[src/sv/caller_id_message_parser_unit_macros.svh]
// Assertion macros shared by the caller-ID parser modules.
`ifndef CALLER_ID_MESSAGE_PARSER_UNIT_MACROS_SVH
`define CALLER_ID_MESSAGE_PARSER_UNIT_MACROS_SVH

`ifndef ASSERT_OFF
// A property that must hold at every clock edge outside reset.
`define CIDP_ASSERT(label, ck, rst, prop, msg) \
  label: assert property (@(posedge ck) disable iff (!(rst)) (prop)) else $error(msg);
// A condition that must be followed in the next cycle by a consequence.
`define CIDP_ASSERT_NEXT(label, ck, rst, ante, cons, msg) \
  label: assert property (@(posedge ck) disable iff (!(rst)) (ante) |=> (cons)) \
    else $error(msg);
`else
`define CIDP_ASSERT(label, ck, rst, prop, msg)
`define CIDP_ASSERT_NEXT(label, ck, rst, ante, cons, msg)
`endif

`endif

[src/sv/cidp_pkg.sv]
// Shared types, constants and character class functions of the caller-ID parser.
package cidp_pkg;

  localparam int MAX_FIELD_CHARS_DEF = 127;
  localparam int QUEUE_DEPTH_DEF     = 4;

  localparam logic [2:0] KIND_DATE  = 3'd0;
  localparam logic [2:0] KIND_TIME  = 3'd1;
  localparam logic [2:0] KIND_NAME  = 3'd2;
  localparam logic [2:0] KIND_PHONE = 3'd3;
  localparam logic [2:0] KIND_END   = 3'd4;

  localparam logic [7:0] CHAR_DIGIT_LO = 8'h30;
  localparam logic [7:0] CHAR_DIGIT_HI = 8'h39;
  localparam logic [7:0] CHAR_ONE      = 8'h31;
  localparam logic [7:0] CHAR_PRINT_LO = 8'h20;
  localparam logic [7:0] CHAR_PRINT_HI = 8'h7e;
  localparam logic [7:0] CHAR_P        = 8'h50;
  localparam logic [7:0] CHAR_O        = 8'h4f;

  localparam logic [3:0] DATE_CHARS     = 4'd4;
  localparam logic [3:0] DATETIME_CHARS = 4'd8;

  typedef enum logic [2:0] {
    PH_SEEK_DIGIT = 3'd0,
    PH_DATETIME   = 3'd1,
    PH_SKIP_NAME  = 3'd2,
    PH_NAME       = 3'd3,
    PH_SKIP_PHONE = 3'd4,
    PH_PHONE      = 3'd5,
    PH_DONE       = 3'd6
  } phase_t;

  // One message byte handed from the front to the back.
  typedef struct packed {
    logic [7:0] char_byte;
    logic       do_parse;
    logic       last;
    logic       bad_hex;
  } mid_entry_t;

  typedef struct packed {
    logic [2:0] kind;
    logic [7:0] value;
    logic       name_private;
    logic       name_unavailable;
    logic       phone_private;
    logic       phone_unavailable;
    logic       bad_hex;
    logic       done_res;
  } result_t;

  function automatic logic is_digit(input logic [7:0] c);
    return (c >= CHAR_DIGIT_LO) && (c <= CHAR_DIGIT_HI);
  endfunction

  function automatic logic is_print(input logic [7:0] c);
    return (c >= CHAR_PRINT_LO) && (c <= CHAR_PRINT_HI);
  endfunction

  function automatic logic is_alpha(input logic [7:0] c);
    return ((c >= 8'h41) && (c <= 8'h5a)) || ((c >= 8'h61) && (c <= 8'h7a));
  endfunction

endpackage

[src/sv/caller_id_message_parser_unit.sv]
// Caller-ID message parser: top level joining the front, the back and their queues.
// The parser takes one hex character per clock cycle whenever full is low and
// delivers one result per cycle while empty is low. Each character travels
// through the front (hex decode and byte pairing), a QUEUE_DEPTH-entry queue,
// the back phase machine and a QUEUE_DEPTH-entry result queue; a byte is
// registered in the first queue, and the back writes each result into the
// result queue, from which the out_ ports read, as long as that queue has room.
// The back handles one queued byte per cycle while the result queue has room,
// except that a final beat that carries a message byte stays at the head of
// the queue so that its byte is parsed first and its end record follows.
// Sustained throughput is therefore one character per cycle, bounded by the
// rate at which results are popped.
module caller_id_message_parser_unit #(
  parameter int MAX_FIELD_CHARS = cidp_pkg::MAX_FIELD_CHARS_DEF,
  parameter int QUEUE_DEPTH     = cidp_pkg::QUEUE_DEPTH_DEF
) (
  input  logic       clk,
  input  logic       rst_n,
  input  logic       push,
  output logic       full,
  input  logic [7:0] in_hex_char,
  input  logic       in_last,
  output logic       empty,
  input  logic       pop,
  output logic [2:0] out_kind,
  output logic [7:0] out_value,
  output logic       out_name_private,
  output logic       out_name_unavailable,
  output logic       out_phone_private,
  output logic       out_phone_unavailable,
  output logic       out_bad_hex,
  output logic       out_done_res
);

  localparam int MID_W = $bits(cidp_pkg::mid_entry_t);
  localparam int RES_W = $bits(cidp_pkg::result_t);

  logic                 in_accept;
  logic                 mid_push, mid_pop, mid_full, mid_empty;
  cidp_pkg::mid_entry_t mid_in, mid_out;
  logic [MID_W-1:0]     mid_out_bits;
  logic                 res_push, res_full;
  cidp_pkg::result_t    res_in, res_out;
  logic [RES_W-1:0]     res_out_bits;

  assign full      = mid_full;
  assign in_accept = push && !mid_full;

  cidp_front u_front (
    .clk         (clk),
    .rst_n       (rst_n),
    .in_accept   (in_accept),
    .in_hex_char (in_hex_char),
    .in_last     (in_last),
    .mid_push    (mid_push),
    .mid_entry   (mid_in)
  );

  cidp_fifo #(
    .WIDTH (MID_W),
    .DEPTH (QUEUE_DEPTH)
  ) u_mid_fifo (
    .clk   (clk),
    .rst_n (rst_n),
    .push  (mid_push),
    .din   (mid_in),
    .pop   (mid_pop),
    .dout  (mid_out_bits),
    .full  (mid_full),
    .empty (mid_empty)
  );

  assign mid_out = cidp_pkg::mid_entry_t'(mid_out_bits);

  cidp_back #(
    .MAX_FIELD_CHARS (MAX_FIELD_CHARS)
  ) u_back (
    .clk         (clk),
    .rst_n       (rst_n),
    .entry_valid (!mid_empty),
    .entry       (mid_out),
    .entry_pop   (mid_pop),
    .res_full    (res_full),
    .res_push    (res_push),
    .res         (res_in)
  );

  cidp_fifo #(
    .WIDTH (RES_W),
    .DEPTH (QUEUE_DEPTH)
  ) u_res_fifo (
    .clk   (clk),
    .rst_n (rst_n),
    .push  (res_push),
    .din   (res_in),
    .pop   (pop),
    .dout  (res_out_bits),
    .full  (res_full),
    .empty (empty)
  );

  assign res_out               = cidp_pkg::result_t'(res_out_bits);
  assign out_kind              = res_out.kind;
  assign out_value             = res_out.value;
  assign out_name_private      = res_out.name_private;
  assign out_name_unavailable  = res_out.name_unavailable;
  assign out_phone_private     = res_out.phone_private;
  assign out_phone_unavailable = res_out.phone_unavailable;
  assign out_bad_hex           = res_out.bad_hex;
  assign out_done_res          = res_out.done_res;

endmodule

[src/sv/cidp_fifo.sv]
// Small register FIFO used between the front and the back and at the result side.
`include "caller_id_message_parser_unit_macros.svh"

module cidp_fifo #(
  parameter int WIDTH = 8,
  parameter int DEPTH = cidp_pkg::QUEUE_DEPTH_DEF
) (
  input  logic             clk,
  input  logic             rst_n,
  input  logic             push,
  input  logic [WIDTH-1:0] din,
  input  logic             pop,
  output logic [WIDTH-1:0] dout,
  output logic             full,
  output logic             empty
);

  localparam int PW = (DEPTH > 1) ? $clog2(DEPTH) : 1;
  localparam int CW = $clog2(DEPTH + 1);

  logic [WIDTH-1:0] mem [DEPTH];
  logic [PW-1:0]    wr_ptr_r, wr_ptr_nxt;
  logic [PW-1:0]    rd_ptr_r, rd_ptr_nxt;
  logic [CW-1:0]    count_r, count_nxt;
  logic             do_push, do_pop;

  assign full    = (count_r == CW'(DEPTH));
  assign empty   = (count_r == '0);
  assign do_push = push && !full;
  assign do_pop  = pop && !empty;
  assign dout    = mem[rd_ptr_r];

  // Pointers wrap at the depth, which need not be a power of two.
  always_comb begin
    wr_ptr_nxt = wr_ptr_r;
    rd_ptr_nxt = rd_ptr_r;
    count_nxt  = count_r;
    if (do_push) begin
      wr_ptr_nxt = (wr_ptr_r == PW'(DEPTH - 1)) ? '0 : wr_ptr_r + 1'b1;
    end
    if (do_pop) begin
      rd_ptr_nxt = (rd_ptr_r == PW'(DEPTH - 1)) ? '0 : rd_ptr_r + 1'b1;
    end
    if (do_push && !do_pop) begin
      count_nxt = count_r + 1'b1;
    end else if (do_pop && !do_push) begin
      count_nxt = count_r - 1'b1;
    end
  end

  always_ff @(posedge clk) begin
    if (!rst_n) begin
      wr_ptr_r <= '0;
      rd_ptr_r <= '0;
      count_r  <= '0;
    end else begin
      wr_ptr_r <= wr_ptr_nxt;
      rd_ptr_r <= rd_ptr_nxt;
      count_r  <= count_nxt;
    end
  end

  always_ff @(posedge clk) begin
    if (do_push) begin
      mem[wr_ptr_r] <= din;
    end
  end

  `CIDP_ASSERT(fifo_no_overflow, clk, rst_n, !(push && full), "push into a full queue")
  `CIDP_ASSERT(fifo_count_in_range, clk, rst_n, count_r <= CW'(DEPTH), "queue count past depth")

endmodule

[src/sv/cidp_front.sv]
// Front part: hex decode, nibble pairing and the one-byte hold that drops the checksum.
`include "caller_id_message_parser_unit_macros.svh"

module cidp_front (
  input  logic                 clk,
  input  logic                 rst_n,
  input  logic                 in_accept,
  input  logic [7:0]           in_hex_char,
  input  logic                 in_last,
  output logic                 mid_push,
  output cidp_pkg::mid_entry_t mid_entry
);

  logic [3:0] high_nibble_r, high_nibble_nxt;
  logic       nibble_held_r, nibble_held_nxt;
  logic [7:0] delayed_byte_r, delayed_byte_nxt;
  logic       delayed_valid_r, delayed_valid_nxt;
  logic       hex_error_r, hex_error_nxt;

  logic [3:0] nib;
  logic       bad;
  logic       have_byte;
  logic [7:0] new_byte;
  logic       release_byte;

  always_comb begin
    nib = 4'h0;
    bad = 1'b0;
    if (in_hex_char >= 8'h30 && in_hex_char <= 8'h39) begin
      nib = 4'(in_hex_char - 8'h30);
    end else if (in_hex_char >= 8'h41 && in_hex_char <= 8'h46) begin
      nib = 4'(in_hex_char - 8'h37);
    end else if (in_hex_char >= 8'h61 && in_hex_char <= 8'h66) begin
      nib = 4'(in_hex_char - 8'h57);
    end else begin
      bad = 1'b1;
    end
  end

  // A lone final character forms a byte by itself.
  assign have_byte    = nibble_held_r || in_last;
  assign new_byte     = nibble_held_r ? {high_nibble_r, nib} : {4'h0, nib};
  assign release_byte = have_byte && delayed_valid_r && (delayed_byte_r != 8'h00);

  always_comb begin
    mid_entry.char_byte = delayed_byte_r;
    mid_entry.do_parse  = release_byte;
    mid_entry.last      = in_last;
    mid_entry.bad_hex   = hex_error_r || bad;
    mid_push            = in_accept && (release_byte || in_last);

    high_nibble_nxt   = high_nibble_r;
    nibble_held_nxt   = nibble_held_r;
    delayed_byte_nxt  = delayed_byte_r;
    delayed_valid_nxt = delayed_valid_r;
    hex_error_nxt     = hex_error_r;
    if (in_accept) begin
      if (in_last) begin
        // The byte formed now is the checksum; the message state starts over.
        high_nibble_nxt   = 4'h0;
        nibble_held_nxt   = 1'b0;
        delayed_byte_nxt  = 8'h00;
        delayed_valid_nxt = 1'b0;
        hex_error_nxt     = 1'b0;
      end else begin
        hex_error_nxt = hex_error_r || bad;
        if (nibble_held_r) begin
          nibble_held_nxt   = 1'b0;
          delayed_byte_nxt  = new_byte;
          delayed_valid_nxt = 1'b1;
        end else begin
          high_nibble_nxt = nib;
          nibble_held_nxt = 1'b1;
        end
      end
    end
  end

  always_ff @(posedge clk) begin
    if (!rst_n) begin
      high_nibble_r   <= 4'h0;
      nibble_held_r   <= 1'b0;
      delayed_byte_r  <= 8'h00;
      delayed_valid_r <= 1'b0;
      hex_error_r     <= 1'b0;
    end else begin
      high_nibble_r   <= high_nibble_nxt;
      nibble_held_r   <= nibble_held_nxt;
      delayed_byte_r  <= delayed_byte_nxt;
      delayed_valid_r <= delayed_valid_nxt;
      hex_error_r     <= hex_error_nxt;
    end
  end

  `CIDP_ASSERT_NEXT(front_clears_on_last, clk, rst_n, in_accept && in_last, !nibble_held_r && !delayed_valid_r && !hex_error_r, "front state not cleared after the final beat")

endmodule

[src/sv/cidp_back.sv]
// Back part: the field phase machine that turns message bytes into result beats.
`include "caller_id_message_parser_unit_macros.svh"

module cidp_back #(
  parameter int MAX_FIELD_CHARS = cidp_pkg::MAX_FIELD_CHARS_DEF
) (
  input  logic                 clk,
  input  logic                 rst_n,
  input  logic                 entry_valid,
  input  cidp_pkg::mid_entry_t entry,
  output logic                 entry_pop,
  input  logic                 res_full,
  output logic                 res_push,
  output cidp_pkg::result_t    res
);

  localparam int LW = $clog2(MAX_FIELD_CHARS + 1);

  cidp_pkg::phase_t phase_r, phase_nxt;
  logic [3:0]       dt_cnt_r, dt_cnt_nxt;
  logic [LW-1:0]    name_len_r, name_len_nxt;
  logic [LW-1:0]    phone_len_r, phone_len_nxt;
  logic [7:0]       name_first_r, name_first_nxt;
  logic [7:0]       name_second_r, name_second_nxt;
  logic [7:0]       phone_first_r, phone_first_nxt;
  logic             char_done_r, char_done_nxt;

  always_comb begin
    cidp_pkg::phase_t ph;
    logic [3:0]       cnt;
    logic [7:0]       b;

    ph  = phase_r;
    cnt = dt_cnt_r;
    b   = entry.char_byte;

    phase_nxt       = phase_r;
    dt_cnt_nxt      = dt_cnt_r;
    name_len_nxt    = name_len_r;
    phone_len_nxt   = phone_len_r;
    name_first_nxt  = name_first_r;
    name_second_nxt = name_second_r;
    phone_first_nxt = phone_first_r;
    char_done_nxt   = char_done_r;
    entry_pop       = 1'b0;
    res_push        = 1'b0;
    res             = '0;

    if (entry_valid && !res_full) begin
      if (entry.do_parse && !char_done_r) begin
        // Skip phases fall into the phase that follows them on a matching byte.
        if (ph == cidp_pkg::PH_SEEK_DIGIT && cidp_pkg::is_digit(b)) begin
          ph  = cidp_pkg::PH_DATETIME;
          cnt = 4'd0;
        end
        if (ph == cidp_pkg::PH_SKIP_NAME && cidp_pkg::is_print(b)) begin
          ph = cidp_pkg::PH_NAME;
        end
        if (ph == cidp_pkg::PH_SKIP_PHONE && cidp_pkg::is_print(b)) begin
          ph = cidp_pkg::PH_PHONE;
        end
        phase_nxt = ph;
        res.value = b;
        unique case (ph)
          cidp_pkg::PH_SEEK_DIGIT, cidp_pkg::PH_SKIP_NAME,
          cidp_pkg::PH_SKIP_PHONE, cidp_pkg::PH_DONE: begin
          end
          cidp_pkg::PH_DATETIME: begin
            res_push   = 1'b1;
            res.kind   = (cnt < cidp_pkg::DATE_CHARS) ? cidp_pkg::KIND_DATE
                                                      : cidp_pkg::KIND_TIME;
            dt_cnt_nxt = cnt + 4'd1;
            if ((cnt + 4'd1) >= cidp_pkg::DATETIME_CHARS) begin
              phase_nxt = cidp_pkg::PH_SKIP_NAME;
            end
          end
          cidp_pkg::PH_NAME: begin
            if (!cidp_pkg::is_print(b)) begin
              phase_nxt = cidp_pkg::PH_SKIP_PHONE;
            end else if (name_len_r < LW'(MAX_FIELD_CHARS)) begin
              if (name_len_r == '0) begin
                name_first_nxt = b;
              end else if (name_len_r == LW'(1)) begin
                name_second_nxt = b;
              end
              name_len_nxt = name_len_r + 1'b1;
              res_push     = 1'b1;
              res.kind     = cidp_pkg::KIND_NAME;
            end
          end
          cidp_pkg::PH_PHONE: begin
            if (!cidp_pkg::is_print(b)) begin
              phase_nxt = cidp_pkg::PH_DONE;
            end else if ((cidp_pkg::is_digit(b) || b == cidp_pkg::CHAR_O ||
                          b == cidp_pkg::CHAR_P) &&
                         phone_len_r < LW'(MAX_FIELD_CHARS)) begin
              if (phone_len_r == '0) begin
                phone_first_nxt = b;
              end
              phone_len_nxt = phone_len_r + 1'b1;
              res_push      = 1'b1;
              res.kind      = cidp_pkg::KIND_PHONE;
            end
          end
          default: begin
            phase_nxt = cidp_pkg::PH_DONE;
          end
        endcase
        // A final beat stays at the head so that its end record follows.
        if (entry.last) begin
          char_done_nxt = 1'b1;
        end else begin
          entry_pop = 1'b1;
        end
      end else begin
        // Only a final beat reaches here; it carries the end record.
        res_push              = 1'b1;
        res.kind              = cidp_pkg::KIND_END;
        res.value             = 8'h00;
        res.name_private      = (name_first_r == cidp_pkg::CHAR_P) &&
                                !(cidp_pkg::is_alpha(name_second_r) ||
                                  cidp_pkg::is_digit(name_second_r));
        res.name_unavailable  = (name_first_r == cidp_pkg::CHAR_O) &&
                                !(cidp_pkg::is_alpha(name_second_r) ||
                                  (name_second_r >= cidp_pkg::CHAR_ONE &&
                                   name_second_r <= cidp_pkg::CHAR_DIGIT_HI));
        res.phone_private     = (phone_first_r == cidp_pkg::CHAR_P);
        res.phone_unavailable = (phone_first_r == cidp_pkg::CHAR_O);
        res.bad_hex           = entry.bad_hex;
        res.done_res          = 1'b1;
        entry_pop             = 1'b1;
        phase_nxt             = cidp_pkg::PH_SEEK_DIGIT;
        dt_cnt_nxt            = 4'd0;
        name_len_nxt          = '0;
        phone_len_nxt         = '0;
        name_first_nxt        = 8'h00;
        name_second_nxt       = 8'h00;
        phone_first_nxt       = 8'h00;
        char_done_nxt         = 1'b0;
      end
    end
  end

  always_ff @(posedge clk) begin
    if (!rst_n) begin
      phase_r       <= cidp_pkg::PH_SEEK_DIGIT;
      dt_cnt_r      <= 4'd0;
      name_len_r    <= '0;
      phone_len_r   <= '0;
      name_first_r  <= 8'h00;
      name_second_r <= 8'h00;
      phone_first_r <= 8'h00;
      char_done_r   <= 1'b0;
    end else begin
      phase_r       <= phase_nxt;
      dt_cnt_r      <= dt_cnt_nxt;
      name_len_r    <= name_len_nxt;
      phone_len_r   <= phone_len_nxt;
      name_first_r  <= name_first_nxt;
      name_second_r <= name_second_nxt;
      phone_first_r <= phone_first_nxt;
      char_done_r   <= char_done_nxt;
    end
  end

  `CIDP_ASSERT(end_only_on_last, clk, rst_n, !(res_push && res.done_res) || entry.last, "end record from a beat that is not final")
  `CIDP_ASSERT_NEXT(back_resets_after_end, clk, rst_n, res_push && res.done_res, phase_r == cidp_pkg::PH_SEEK_DIGIT && name_len_r == '0 && !char_done_r, "field state not cleared after the end record")

endmodule
[config.mk]
export PLATFORM = sky130hd
export DESIGN_NAME = caller_id_message_parser_unit
export DESIGN_NICKNAME = d
export VERILOG_FILES = /design/src/sv/cidp_pkg.sv /design/src/sv/caller_id_message_parser_unit.sv /design/src/sv/cidp_fifo.sv /design/src/sv/cidp_front.sv /design/src/sv/cidp_back.sv
export VERILOG_INCLUDE_DIRS = /design/src /design/src/sv
export SDC_FILE = /design/constraint.sdc
export NUM_CORES = 1
export LEC_CHECK = 0
export BUFFER_PORTS_ARGS = -buffer_cell sky130_fd_sc_hd__buf_2
export CAP_MARGIN = 20
export CORE_MARGIN = 1
export CORE_UTILIZATION = 46
export DETAILED_ROUTE_END_ITERATION = 16
export PLACE_DENSITY = 0.65
export RECOVER_POWER = 25
export SLEW_MARGIN = 10
export SYNTH_ARGS = -nofsm -noshare
export SYNTH_HDL_FRONTEND = slang
export SYNTH_SLANG_ARGS = --single-unit
[constraint.sdc]
create_clock -name clk -period 4.5 [get_ports clk]
set_input_delay 0.225 -clock clk [delete_from_list [all_inputs] [get_ports clk]]
set_output_delay 0.225 -clock clk [all_outputs]
set_load 0.1 [all_outputs]
==> impl_metrics.csv <==
group,metric,value,unit
placement,place.port_buffers,31,
logic_synthesis,main_combinational_cell_family_by_area_after_synthesis,"simple AND/OR/NAND/NOR gates",
placement,post-place-cells,872,
timing,timing.final.max_slew_violations,0,
drt,post-route-drc-count,0,
logic_synthesis,yosys_warning_total,0,
logic_synthesis,syn_inst,628,
setup_path,critical_path.max_fanout,7,
run,max_cap_violation_count,0,
global_route,grt_start_max_net_pins,30,
drt,avgRoutedWirePerCell,17.2,um
placement,gp_congestion,0.829,
die,placementRows,48,
setup_path,slowest_stage,"sky130_fd_sc_hd__mux4_2",
die,die_w,134,um
final_layout,area_delta_synth_final,12.0,%
logic_synthesis,syn_area,0.00807,mm2
drt,num_vias,5010,
die,pin_count,32,
logic_synthesis,synthAdderAreaFrac,0.0375,
min_path,hold-path-cell-count,4,
placement,dp.final_hpwl,11100,um
final_layout,layout.cells.most_common,"sky130_fd_sc_hd__edfxtp_1",
final_layout,layout.filler_cells,1460,
die,fp.coreArea,0.0172,mm2
timing,setup_tns,0,ns
run_status,outcome,"finished, final reports clean",
clocking,holdBufCountCts,0,
clocking,worst_setup_hold_path_clk_slew,0.07,ns
logic_synthesis,synth_simple_gate_area_share,0.141,
logic_synthesis,netlist-cell-type-count,63,
setup_path,timing.critical_path.required,4.85,ns
logic_synthesis,synth_top_flop_cell,"sky130_fd_sc_hd__edfxtp_1",
drt,drt_first_pass_iters,5,
logic_synthesis,synth_seq_cells,187,
timing,period_share,0.861,
drt,drt.antenna.violating_nets,0,
logic_synthesis,synth_enable_flop_cells,108,
clocking,cts.sinks,187,
global_route,grt_pass1_vias,5083,
timing,finClkSkew,0.0119,ns
setup_path,cp_data_arrival_time,4.23,ns
pwr,power-per-cell-area,598,mW/mm2
final_layout,drive_gt1_frac,0.149,
drt,viasPerCell,5.54,
final_layout,most-common-layout-cells,"sky130_fd_sc_hd__edfxtp_1 (108), sky130_fd_sc_hd__dfxtp_1 (79), sky130_fd_sc_hd__nand2_1 (62)",
pwr,power,5.41,mW
min_path,hp-class,"in -> reg",
logic_synthesis,synthXorXnorAreaFrac,0.0108,
logic_synthesis,async_flop_share,0,
final_layout,diodes,0,
timing,fin_worst_hold_slack,0.203,ns
timing,worst_pin_slew,1.39,ns
drt,drt_iter0_markers,237,
clocking,worst_skew_pair.late_latency,0.43,ns
clocking,cts_inserted_buffers,17,
pwr,irDropWorstVdd,0.000486,V
timing,timing_hold_violations_final,0,
final_layout,nets,702,
global_route,globalRoute.totalOverflow,0,
die,initial_utilization,0.468,
timing,fmaxAchievable,0.258,GHz
setup_path,worstSetupPathType,"reg -> reg",
setup_path,timing.reg2reg.worst_path_depth,12,
die,die_area,0.0181,mm2
clocking,post-cts-setup-buffers,0,
timing,setup_viol_count_final,0,
placement,pre_cts_slack,0.641,ns
clocking,cts_tree,"yes",
global_route,track_usage,0.186,
setup_path,critical_path.max_stage_delay,0.61,ns
logic_synthesis,avgSynthCellArea,12.9,um2
global_route,antenna_found_initial,0,
logic_synthesis,yosys-mux-area-fraction,0.120,
logic_synthesis,syn-num-nets,664,
timing,slew-limit-headroom,0.0506,
logic_synthesis,synth_compound_area_frac,0.0684,
timing,finalWorstSetupSlack,0.628,ns
timing,setup_repair_after_global_routing_missed_its_margin,"no",
clocking,clk_path_buf_depth,2,
setup_path,path_cells,"mux4_2 > or4b_4 > nor4_4 > o31ai_2 > o211a_2 > inv_1 > ha_1 > inv_1 > fa_1 > xor2_1 > or3_1 > a21boi_0",
clocking,htree_levels,4,
pwr,static-leakage-power,3.28,nW
setup_path,worstSetupStartpointType,"flop",
logic_synthesis,synth.yosys.seq_area_share,0.598,
setup_path,cpMostUsedCell,"sky130_fd_sc_hd__inv_1",
timing,layout_min_cycle_time,3.87,ns
clocking,clock-root-buffer,"sky130_fd_sc_hd__clkbuf_16",
global_route,wire_length_of_the_first_global_routing_pass,25700,um
final_layout,number_of_non_filler_instances_in_the_completed_layout,904,
clocking,ctsResizeCount,0,
die,die_height,134,um
drt,wirelength,15500,um
setup_path,critPathCaptureType,"flop",
[per-stage QoR]
stage	util	area (um2)
finish	0.525	9040
global route	0.525	9040
CTS	0.525	9050
detailed placement	0.493	8490
global placement	0.492	8480
floorplan	-	8070
[state kept, by name (all words and copies together) (netlist names), 7 cells and up, named ones only]
name and cells:
u_back.name_first_r 8, u_back.name_len_r 7, u_back.name_second_r 8, u_back.phone_first_r 8
u_back.phone_len_r 7, u_front.delayed_byte_r 8, u_mid_fifo.mem 44, u_res_fifo.mem 64
[synthesized netlist by cell type (14+ instances only)]
master,count,area share
sky130_fd_sc_hd__dfxtp_1,79,0.20
sky130_fd_sc_hd__nand3_1,14,0.0087
sky130_fd_sc_hd__clkbuf_1,18,0.0084
sky130_fd_sc_hd__nor2b_1,16,0.012
sky130_fd_sc_hd__and3_1,16,0.012
sky130_fd_sc_hd__ha_1,21,0.033
sky130_fd_sc_hd__inv_1,25,0.012
sky130_fd_sc_hd__nor2_1,33,0.015
sky130_fd_sc_hd__nand2_1,62,0.029
sky130_fd_sc_hd__mux2i_1,34,0.042
sky130_fd_sc_hd__a21oi_1,24,0.015
sky130_fd_sc_hd__mux4_2,21,0.059
sky130_fd_sc_hd__edfxtp_1,108,0.40
[per-layer routing]
metal	routed length [um]	GRT usage	up-vias
met3	536	0.0454	13
met5	0	0	-
met2	8020	0.334	87
met4	171	0.0499	0
li1	-	-	2425
met1	6780	0.224	2485
[logic make-up after synthesis]
| logic type | count (synthesis) |
|---|---|
| compound gates | 84 |
| xor+xnor | 10 |
| fa+ha+maj | 23 |
| buf+inv | 48 |
| flops | 187 |
| mux | 61 |
| simple gates | 215 |
[area by class of cell]
cell class / instances / area, um2 / area share
Multi-Input combinational cell: 393 / 3050 / 0.337
Sequential cell: 187 / 4820 / 0.533
Tap cell: 225 / 282 / 0.0311
Timing Repair Buffer: 42 / 241 / 0.0267
Clock inverter: 15 / 130 / 0.0144
Clock buffer: 17 / 425 / 0.0470
Inverter: 25 / 93.8 / 0.0104
[power by group]
| group | total, mW | internal (mW) | switching (mW) | leakage [nW] |
|---|---|---|---|---|
| logic | 1.86 | 0.479 | 1.38 | 1.33 |
| clock network | 1.41 | 0.728 | 0.679 | 0.271 |
| registers | 2.14 | 2.03 | 0.111 | 1.68 |
[path summary, 6_finish.rpt]
check                                        from                                    to  slack, ns
max reg2reg                                  flop    u_res_fifo.count_r[2]$_SDFFE_PN0P_       0.63
min                                          push    u_front.nibble_held_r$_SDFFE_PN0P_       0.20
min reg2reg  u_back.phone_first_r[7]$_SDFFE_PN0P_  u_back.phone_first_r[7]$_SDFFE_PN0P_       0.44
max                                          flop    u_res_fifo.count_r[2]$_SDFFE_PN0P_       0.63
[worst max-delay path: cells and delay by family, from the launching register on]
family | cells | cell delay (ns)
adders and majority gates | 2 | 0.56
AOI/OAI and AO/OA | 3 | 0.62
DFF | 1 | 0.54
muxes | 1 | 0.61
xor gates and xnor gates | 1 | 0.18
and+or+nand+nor | 3 | 1.14
buffers and inverters | 2 | 0.14
Note: power is estimated with default switching activity, not from simulation.
